<file path="src/pfpr_pkg.sv">
// ----------------------------------------------------------------------------
// Phase fault protection relay package
// Shared types and constants for the relay datapath and controller.
// ----------------------------------------------------------------------------
package pfpr_pkg;

  // Field widths.
  localparam int unsigned FuncW   = 3;
  localparam int unsigned MeasW   = 16;
  localparam int unsigned TimeW   = 32;
  localparam int unsigned ModeW   = 2;
  localparam int unsigned StateW  = 2;
  localparam int unsigned CfgIdxW = 3;
  localparam int unsigned CfgDatW = 32;
  localparam int unsigned NumPh   = 3;

  // Configuration reset values.
  localparam logic [ModeW-1:0] PhaseModeRst   = 2'd2;
  localparam logic [MeasW-1:0] VoltMinRst     = 16'd1980;
  localparam logic [MeasW-1:0] VoltMaxRst     = 16'd2420;
  localparam logic [MeasW-1:0] ThdMaxRst      = 16'd800;
  localparam logic [TimeW-1:0] ReconnectMsRst = 32'd5000;

  // Protection state; the code is also the reported grid state.
  typedef enum logic [StateW-1:0] {
    ST_NORMAL = 2'd0,
    ST_FAULT  = 2'd1,
    ST_WAIT   = 2'd2
  } state_e;

  // Request function codes.
  typedef enum logic [FuncW-1:0] {
    FN_EVAL       = 3'd0,
    FN_FORCE_DISC = 3'd1,
    FN_FORCE_CONN = 3'd2,
    FN_AUTO       = 3'd3,
    FN_INIT       = 3'd4
  } func_e;

  // Phase monitoring modes.
  typedef enum logic [ModeW-1:0] {
    PM_ONE = 2'd0,
    PM_TWO = 2'd1,
    PM_ALL = 2'd2
  } phase_mode_e;

  // Configuration register indexes.
  typedef enum logic [CfgIdxW-1:0] {
    CFG_PHASE_MODE   = 3'd0,
    CFG_VOLT_MIN     = 3'd1,
    CFG_VOLT_MAX     = 3'd2,
    CFG_THD_MAX      = 3'd3,
    CFG_RECONNECT_MS = 3'd4
  } cfg_idx_e;

  typedef struct packed {
    logic [ModeW-1:0] phase_mode;
    logic [MeasW-1:0] volt_min;
    logic [MeasW-1:0] volt_max;
    logic [MeasW-1:0] thd_max;
    logic [TimeW-1:0] reconnect_ms;
  } cfg_t;

  // One result item.
  typedef struct packed {
    state_e grid_state;
    logic   pulse_connect;
    logic   pulse_disconnect;
    logic   manual_active;
  } res_t;

endpackage

</file>
<file path="src/phase_fault_protection_relay.sv">
// Output: a result appears on the output register in the cycle after its request is accepted.
// Throughput: one request per cycle while no held result stalls; the state
// update of the controller closes through its state registers, and the output
// register takes a new request in the same cycle that its held result is taken.
// Reset: state normal, automatic mode, wait timestamp zero, configuration at
// its defaults, output register empty.
// ----------------------------------------------------------------------------
// Phase fault protection relay
// Three phase lanes check voltage and distortion, the controller merges their
// flags and steps the protection state machine; results go out registered.
// ----------------------------------------------------------------------------
module phase_fault_protection_relay (
  input  logic                          clk_i,
  input  logic                          rst_ni,
  // Configuration writes
  input  logic                          cfg_valid_i,
  output logic                          cfg_ready_o,
  input  logic [pfpr_pkg::CfgIdxW-1:0]  cfg_index_i,
  input  logic [pfpr_pkg::CfgDatW-1:0]  cfg_data_i,
  // Request channel
  input  logic                          in_valid_i,
  output logic                          in_ready_o,
  input  logic [pfpr_pkg::FuncW-1:0]    func_i,
  input  logic [pfpr_pkg::MeasW-1:0]    volt_a_i,
  input  logic [pfpr_pkg::MeasW-1:0]    thd_a_i,
  input  logic [pfpr_pkg::MeasW-1:0]    volt_b_i,
  input  logic [pfpr_pkg::MeasW-1:0]    thd_b_i,
  input  logic [pfpr_pkg::MeasW-1:0]    volt_c_i,
  input  logic [pfpr_pkg::MeasW-1:0]    thd_c_i,
  input  logic [pfpr_pkg::TimeW-1:0]    now_ms_i,
  // Result channel
  output logic                          out_valid_o,
  input  logic                          out_ready_i,
  output logic [pfpr_pkg::StateW-1:0]   grid_state_o,
  output logic                          pulse_connect_o,
  output logic                          pulse_disconnect_o,
  output logic                          manual_active_o
);
  import pfpr_pkg::*;

  cfg_t              cfg_q, cfg_d;
  logic [NumPh-1:0]  lane_fault;
  res_t              res, res_q;
  logic              out_valid_q, out_valid_d;
  logic              accept;

  // Configuration registers.
  assign cfg_ready_o = 1'b1;

  always_comb begin
    cfg_d = cfg_q;
    if (cfg_valid_i) begin
      unique case (cfg_idx_e'(cfg_index_i))
        CFG_PHASE_MODE:   cfg_d.phase_mode   = cfg_data_i[ModeW-1:0];
        CFG_VOLT_MIN:     cfg_d.volt_min     = cfg_data_i[MeasW-1:0];
        CFG_VOLT_MAX:     cfg_d.volt_max     = cfg_data_i[MeasW-1:0];
        CFG_THD_MAX:      cfg_d.thd_max      = cfg_data_i[MeasW-1:0];
        CFG_RECONNECT_MS: cfg_d.reconnect_ms = cfg_data_i[TimeW-1:0];
        default:          cfg_d = cfg_q;
      endcase
    end
  end

  always_ff @(posedge clk_i or negedge rst_ni) begin
    if (!rst_ni) begin
      cfg_q.phase_mode   <= PhaseModeRst;
      cfg_q.volt_min     <= VoltMinRst;
      cfg_q.volt_max     <= VoltMaxRst;
      cfg_q.thd_max      <= ThdMaxRst;
      cfg_q.reconnect_ms <= ReconnectMsRst;
    end else begin
      cfg_q <= cfg_d;
    end
  end

  // Phase lanes.
  pfpr_lane u_lane_a (
    .volt_i (volt_a_i),
    .thd_i  (thd_a_i),
    .cfg_i  (cfg_q),
    .fault_o(lane_fault[0])
  );

  pfpr_lane u_lane_b (
    .volt_i (volt_b_i),
    .thd_i  (thd_b_i),
    .cfg_i  (cfg_q),
    .fault_o(lane_fault[1])
  );

  pfpr_lane u_lane_c (
    .volt_i (volt_c_i),
    .thd_i  (thd_c_i),
    .cfg_i  (cfg_q),
    .fault_o(lane_fault[2])
  );

  // Merge and state machine.
  pfpr_ctrl u_ctrl (
    .clk_i       (clk_i),
    .rst_ni      (rst_ni),
    .accept_i    (accept),
    .func_i      (func_i),
    .lane_fault_i(lane_fault),
    .now_ms_i    (now_ms_i),
    .cfg_i       (cfg_q),
    .res_o       (res)
  );

  // Output register: accept whenever it is empty or being drained.
  assign in_ready_o  = !out_valid_q || out_ready_i;
  assign accept      = in_valid_i && in_ready_o;
  assign out_valid_d = accept || (out_valid_q && !out_ready_i);

  always_ff @(posedge clk_i or negedge rst_ni) begin
    if (!rst_ni) begin
      out_valid_q <= 1'b0;
    end else begin
      out_valid_q <= out_valid_d;
    end
  end

  always_ff @(posedge clk_i) begin
    if (accept) begin
      res_q <= res;
    end
  end

  assign out_valid_o        = out_valid_q;
  assign grid_state_o       = res_q.grid_state;
  assign pulse_connect_o    = res_q.pulse_connect;
  assign pulse_disconnect_o = res_q.pulse_disconnect;
  assign manual_active_o    = res_q.manual_active;

  // Checks.
  a_out_hold: assert property (@(posedge clk_i) disable iff (!rst_ni)
    out_valid_q && !out_ready_i |=> out_valid_q && $stable(res_q))
    else $error("stalled result lost or changed");

  a_load_valid: assert property (@(posedge clk_i) disable iff (!rst_ni)
    accept |=> out_valid_q)
    else $error("accepted request produced no result");

  a_no_phantom: assert property (@(posedge clk_i) disable iff (!rst_ni)
    !accept && (!out_valid_q || out_ready_i) |=> !out_valid_q)
    else $error("result without a request");

endmodule

</file>
<file path="src/pfpr_lane.sv">
// ----------------------------------------------------------------------------
// Phase check lane
// Flags one phase as faulty when its voltage leaves the window or its
// distortion exceeds the limit.
// ----------------------------------------------------------------------------
module pfpr_lane (
  input  logic [pfpr_pkg::MeasW-1:0] volt_i,
  input  logic [pfpr_pkg::MeasW-1:0] thd_i,
  input  pfpr_pkg::cfg_t             cfg_i,
  output logic                       fault_o
);
  import pfpr_pkg::*;

  // Window and distortion compares.
  assign fault_o = (volt_i < cfg_i.volt_min) || (volt_i > cfg_i.volt_max) ||
                   (thd_i > cfg_i.thd_max);

endmodule

</file>
<file path="src/pfpr_ctrl.sv">
// ----------------------------------------------------------------------------
// Protection controller
// Merges the lane fault flags by phase mode and runs the normal, fault and
// wait state machine with manual override and timed reconnection.
// ----------------------------------------------------------------------------
module pfpr_ctrl (
  input  logic                            clk_i,
  input  logic                            rst_ni,
  input  logic                            accept_i,
  input  logic [pfpr_pkg::FuncW-1:0]      func_i,
  input  logic [pfpr_pkg::NumPh-1:0]      lane_fault_i,
  input  logic [pfpr_pkg::TimeW-1:0]      now_ms_i,
  input  pfpr_pkg::cfg_t                  cfg_i,
  output pfpr_pkg::res_t                  res_o
);
  import pfpr_pkg::*;

  state_e             state_q, state_d;
  logic               manual_q, manual_d;
  logic [TimeW-1:0]   wait_start_q, wait_start_d;
  logic               fault;
  logic               timer_done;
  logic [TimeW-1:0]   elapsed;
  func_e              func;
  logic               pulse_conn, pulse_disc;

  assign func = func_e'(func_i);

  // Merge the lane flags according to the phase mode.
  always_comb begin
    case (phase_mode_e'(cfg_i.phase_mode))
      PM_ONE:  fault = lane_fault_i[0];
      PM_TWO:  fault = lane_fault_i[0] | lane_fault_i[1];
      default: fault = |lane_fault_i;
    endcase
  end

  // Wrap-around elapsed time since the fault cleared.
  assign elapsed    = now_ms_i - wait_start_q;
  assign timer_done = (elapsed >= cfg_i.reconnect_ms);

  // Next state.
  always_comb begin
    state_d      = state_q;
    manual_d     = manual_q;
    wait_start_d = wait_start_q;
    unique case (func)
      FN_EVAL: begin
        if (!manual_q) begin
          unique case (state_q)
            ST_NORMAL: begin
              if (fault) state_d = ST_FAULT;
            end
            ST_FAULT: begin
              if (!fault) begin
                state_d      = ST_WAIT;
                wait_start_d = now_ms_i;
              end
            end
            ST_WAIT: begin
              if (fault) begin
                state_d = ST_FAULT;
              end else if (timer_done) begin
                state_d = ST_NORMAL;
              end
            end
            default: state_d = state_q;
          endcase
        end
      end
      FN_FORCE_DISC: begin
        manual_d = 1'b1;
        state_d  = ST_FAULT;
      end
      FN_FORCE_CONN: begin
        manual_d = 1'b1;
        state_d  = ST_NORMAL;
      end
      FN_AUTO: manual_d = 1'b0;
      FN_INIT: state_d = ST_NORMAL;
      default: state_d = state_q;
    endcase
  end

  // Relay pulses.
  always_comb begin
    pulse_conn = 1'b0;
    pulse_disc = 1'b0;
    unique case (func)
      FN_EVAL: begin
        if (!manual_q) begin
          pulse_disc = (state_q == ST_NORMAL) && fault;
          pulse_conn = (state_q == ST_WAIT) && !fault && timer_done;
        end
      end
      FN_FORCE_DISC: pulse_disc = 1'b1;
      FN_FORCE_CONN: pulse_conn = 1'b1;
      FN_INIT:       pulse_conn = 1'b1;
      default: begin
        pulse_conn = 1'b0;
        pulse_disc = 1'b0;
      end
    endcase
  end

  assign res_o.grid_state       = state_d;
  assign res_o.pulse_connect    = pulse_conn;
  assign res_o.pulse_disconnect = pulse_disc;
  assign res_o.manual_active    = manual_d;

  // State registers advance only on an accepted request.
  always_ff @(posedge clk_i or negedge rst_ni) begin
    if (!rst_ni) begin
      state_q      <= ST_NORMAL;
      manual_q     <= 1'b0;
      wait_start_q <= '0;
    end else if (accept_i) begin
      state_q      <= state_d;
      manual_q     <= manual_d;
      wait_start_q <= wait_start_d;
    end
  end

  // Checks.
  a_pulse_excl: assert property (@(posedge clk_i) disable iff (!rst_ni)
    !(res_o.pulse_connect && res_o.pulse_disconnect))
    else $error("connect and disconnect pulses together");

  a_disc_to_fault: assert property (@(posedge clk_i) disable iff (!rst_ni)
    accept_i && res_o.pulse_disconnect |=> state_q == ST_FAULT)
    else $error("disconnect pulse without entering fault");

  a_conn_to_normal: assert property (@(posedge clk_i) disable iff (!rst_ni)
    accept_i && res_o.pulse_connect |=> state_q == ST_NORMAL)
    else $error("connect pulse without entering normal");

  a_hold_idle: assert property (@(posedge clk_i) disable iff (!rst_ni)
    !accept_i |=> $stable(state_q) && $stable(manual_q) && $stable(wait_start_q))
    else $error("state changed without a request");

  a_manual_frozen: assert property (@(posedge clk_i) disable iff (!rst_ni)
    accept_i && manual_q && func == FN_EVAL |=> $stable(state_q))
    else $error("evaluation changed state in manual mode");

endmodule
</file>
<file path="config.mk">
export PLATFORM = sky130hd
export DESIGN_NAME = phase_fault_protection_relay
export DESIGN_NICKNAME = d
export VERILOG_FILES = /design/src/pfpr_pkg.sv /design/src/phase_fault_protection_relay.sv /design/src/pfpr_lane.sv /design/src/pfpr_ctrl.sv
export SDC_FILE = /design/constraint.sdc
export NUM_CORES = 1
export LEC_CHECK = 0
export ABC_AREA = 1
export BUFFER_PORTS_ARGS = -buffer_cell sky130_fd_sc_hd__buf_2
export CORE_MARGIN = 2
export CORE_UTILIZATION = 50
export DETAILED_ROUTE_END_ITERATION = 6
export GPL_ROUTABILITY_DRIVEN = 0
export GPL_TIMING_DRIVEN = 0
export HOLD_SLACK_MARGIN = 0.1
export PLACE_DENSITY = 0.72
export SLEW_MARGIN = 15
export SYNTH_ARGS = -nofsm -noshare
export SYNTH_HDL_FRONTEND = slang
export SYNTH_HIERARCHICAL = 1
export SYNTH_SLANG_ARGS = --single-unit
</file>
<file path="constraint.sdc">
create_clock -name clk_i -period 3.4 [get_ports clk_i]
set_clock_uncertainty 0.2 [all_clocks]
set_input_delay 0.34 -clock clk_i [delete_from_list [all_inputs] [get_ports clk_i]]
set_output_delay 0.34 -clock clk_i [all_outputs]
set_load 0.02 [all_outputs]
</file>
==> qor.csv <==
stage;metric;value;unit
synth;yosysSeqAreaShare;26.6;%
route;drc;0;
clock_tree;cts_tree;yes;
power_and_ir_drop;seqPwrFrac;34.1;%
min_path;holdPathStages;4;
synth;syn_inst;1596;
die;die_area;0.0248;mm2
synth;avgSynthCellArea;7.37;um2
clock_tree;clock_latency;420;ps
power_and_ir_drop;p_clk_share;29.0;%
clock_tree;clkSinkCount;123;
power_and_ir_drop;peakVddDrop;0.333;mV
route;routedWlPerCell;14.4;um
die;num_rows;56;
synth;synth-compound-area-share;10.8;%
clock_tree;cts_buffer_depth;2;
finish;final_area;0.0148;mm2
sta;maxSlewHeadroom;36.8;%
worst_setup_path;crit_slowest_cell;fa_2;
global_routing;grt_pass1_vias;10900;
power_and_ir_drop;power_per_cell_area;384;mW/mm2
sta;fmax;283;MHz
synth;netlist_area;0.0118;mm2
synth;synth_top_area_share;21.7;%
power_and_ir_drop;leakage;8.00;nW
synth;yosys.area_share.simple;26.8;%
min_path;min_from;cfg_index_i[0];
global_routing;grt.total_usage;25.5;%
synth;ys_seq_elements;123;
status;status;complete, but fails checks;
route;viasPerCell;5.09;
min_path;holdPathEnd;cfg_q[50];
worst_setup_path;reg2reg_depth;22;
synth;yosysMostFrequentCell;nand2_1;
worst_setup_path;start_kind;register;
min_path;timing.hold.worst.class;in2reg;
worst_setup_path;crit_chain;ha_2 -> inv_2 -> fa_2 -> nand3_2 -> nand2_4 -> nand4_1 -> nand2_2 -> buf_4 -> a21oi_2 -> nor2_1 -> nor2_1 -> xnor2_1 -> ha_1 -> nand2_1 -> nor2_2 -> nand4_1 -> nor2_2 -> nand2_2 -> nand3_2 -> nand2_1 -> nand2_1 -> nand2_2;
route;dr_total_vias;11200;
finish;postLayoutCoreUtil;63.5;%
route;drt_iter0_drc;562;
worst_setup_path;cpPeakStageDelay;380;ps
global_routing;grt_max_degree;75;
worst_setup_path;crit_family;simple AND/OR/NAND/NOR gates;
power_and_ir_drop;combPwrFrac;36.9;%
sta;rsz0062_at_grt;true;
power_and_ir_drop;internal_power;3.56;mW
finish;final_layout_size_suffix_gt1_share;25.2;%
synth;synth-main-ff-cell;dfrtp_1;
die;die_w;157;um
global_routing;grt_first_pass_wirelength;50300;um
worst_setup_path;crit_path_max_fanout;4;
synth;ys_async_sr_fraction;95.9;%
placement;portBuffers;177;
route;wirelength;31700;um
global_routing;overflow;0;
synth;synth_common_cells;nand2_1 (432), inv_1 (284), ha_1 (204);
clock_tree;clock-root-buffer;clkbuf_16;
placement;dp_hpwl;24100;um
sta;finalHoldViolCount;0;
clock_tree;numCtsBuffers;17;
power_and_ir_drop;switching_share;37.4;%
synth;syn-num-nets;1972;
clock_tree;htree_levels;4;
synth;synth_area_leaders;ha_1 (22%), dfrtp_1 (20%), nand2_1 (14%);
die;pin_count;179;
power_and_ir_drop;p_sw;2.12;mW
sta;finalMaxSlewViolations;0;
synth;yosysTopAreaCell;ha_1;
die;start_util;50.6;%
finish;final_nets;2250;
sta;setup_viol;3;
worst_setup_path;critPathLaunch;u_ctrl/wait_start_q[0];
route;first_pass_iters;6;
die;die_h;157;um
sta;worst_pin_slew;948;ps
sta;hold_ws;115;ps
flow_run;cap_violations;0;
worst_setup_path;cp.arrival;3500;ps
sta;layout_setup_ws;-129;ps
worst_setup_path;r2r_setup_slack;-130;ps
synth;synth.distinct_cells;45;
synth;synth_top_family_by_area;simple AND/OR/NAND/NOR gates;
synth;synth_edf_count;5;
status;violations;setup timing;
worst_setup_path;r2r-start;u_ctrl/wait_start_q[0];
worst_setup_path;worst_setup_path_end_kind;register;
worst_setup_path;critPathRequiredTime;3370;ps
synth;synthAdderAreaFrac;21.9;%
worst_setup_path;cp_num_buf_inv;2;
placement;placed_area;0.0131;mm2
sta;finalCriticalPeriod;3530;ps
synth;synthMuxAreaShare;0.128;%
worst_setup_path;crit_type;reg2reg;
die;coreArea;0.0233;mm2
global_routing;antenna_found_initial;0;
clock_tree;clk_pin_slew;60;ps
sta;final_min_period_over_clock_period;104;%
synth;yosys_warnings;6;
finish;diodes;0;
finish;syn_to_final_growth;25.6;%
route;drtAntennaViolNets;0;
worst_setup_path;r2r-end;grid_state_o[1];
synth;synth-xor-area-share;2.31;%
==> worst max-delay path by stage <==
stage	endpoint	slack (ps)	cells after the start
floorplan	pulse_connect_o	240	22
global placement	grid_state_o[1]	-380	24
detailed placement	grid_state_o[1]	-450	24
CTS	grid_state_o[1]	-30	22
global route	grid_state_o[1]	-300	21
finish	grid_state_o[1]	-130	22
==> state kept, by name, summed over array words and instances, names as in the netlist, 2 cells and up <==
name	count
cfg_q	82
u_ctrl/wait_start_q	32
grid_state_o	2
u_ctrl/state_q	2
==> cells by family after synthesis <==
| group | count (synthesis) |
|---|---|
| AND/OR/NAND/NOR | 697 |
| XOR/XNOR | 31 |
| adder cells (fa/ha/maj) | 205 |
| flip-flops | 123 |
| multiplexers | 1 |
| AO/OA/AOI/OAI | 209 |
| other | 1 |
| buffers and inverters | 329 |
==> worst reg2reg max path: cells and delay by family, from the launching register on <==
family | cells | cell delay [ps]
and+or+nand+nor | 15 | 1400
adders and majority gates | 3 | 830
xor gates and xnor gates | 1 | 90
buffers and inverters | 2 | 190
AOI/OAI and AO/OA | 1 | 200
DFF | 1 | 350
==> placed cells by master (no fill, tap or decap), types with 8 or more instances in the layout <==
cell type	n
clkbuf_16	17
nand2_1	418
nor2_1	70
xor2_1	19
nand3_1	87
ha_4	12
a21oi_1	96
ha_1	188
nor2_2	36
nand4_1	13
dfrtp_1	95
inv_1	275
nand3_2	12
dfstp_2	23
dlygate4sd3_1	67
o21ai_0	33
nand2_2	25
buf_2	186
nor3_1	8
buf_4	20
buf_6	11
xnor2_1	11
inv_2	23
a21oi_2	50
==> per-layer routing <==
metal,vias to the layer above,GRT usage (%),routed length (um)
li1,5657,-,-
met1,5197,31.8,13700
met2,311,45.2,15700
met3,58,3.41,1600
met4,0,8.66,764
met5,-,0,0
==> power groups by stage <==
| stage | combinational (mW) | sequential, mW | clock (mW) |
|---|---|---|---|
| after floorplan | 1.39 | 1.87 | 0 |
| after global placement | 1.82 | 1.96 | 0 |
| after detailed placement | 1.93 | 1.96 | 0 |
| after CTS | 2.03 | 1.94 | 1.67 |
| after global routing | 2.42 | 1.96 | 1.73 |
| final | 2.10 | 1.93 | 1.65 |
==> per-stage QoR <==
stage / setup TNS, ps / worst slack [ps] / power [mW] / std cells
detailed placement: -1230 / -446 / 3.88 / 2093
floorplan: 0 / 237 / 3.26 / 1596
global placement: -1030 / -381 / 3.78 / 2092
finish: -351 / -129 / 5.68 / 2206
global route: -850 / -302 / 6.11 / 2206
CTS: -56.1 / -28.4 / 5.64 / 2197
==> cell type report <==
class,instances,area (um2)
Fill cell,2033,8480
Buffer,30,233
Clock buffer,20,447
Sequential cell,123,3130
Timing Repair Buffer,259,1700
Tap cell,319,399
Clock inverter,12,88.8
Multi-Input combinational cell,1144,7660
Inverter,299,1120
==> timing repair <==
action | 4_1_cts | 5_1_grt
buffers inserted | 5 | 9
endpoints found under the hold margin | 174 | 0
pin swaps | 13 | 25
endpoints found under the setup margin | 3 | 37
gates resized for setup | 35 | 53
hold buffers | 67 | 0
Note: power is estimated with default switching activity, not from simulation.
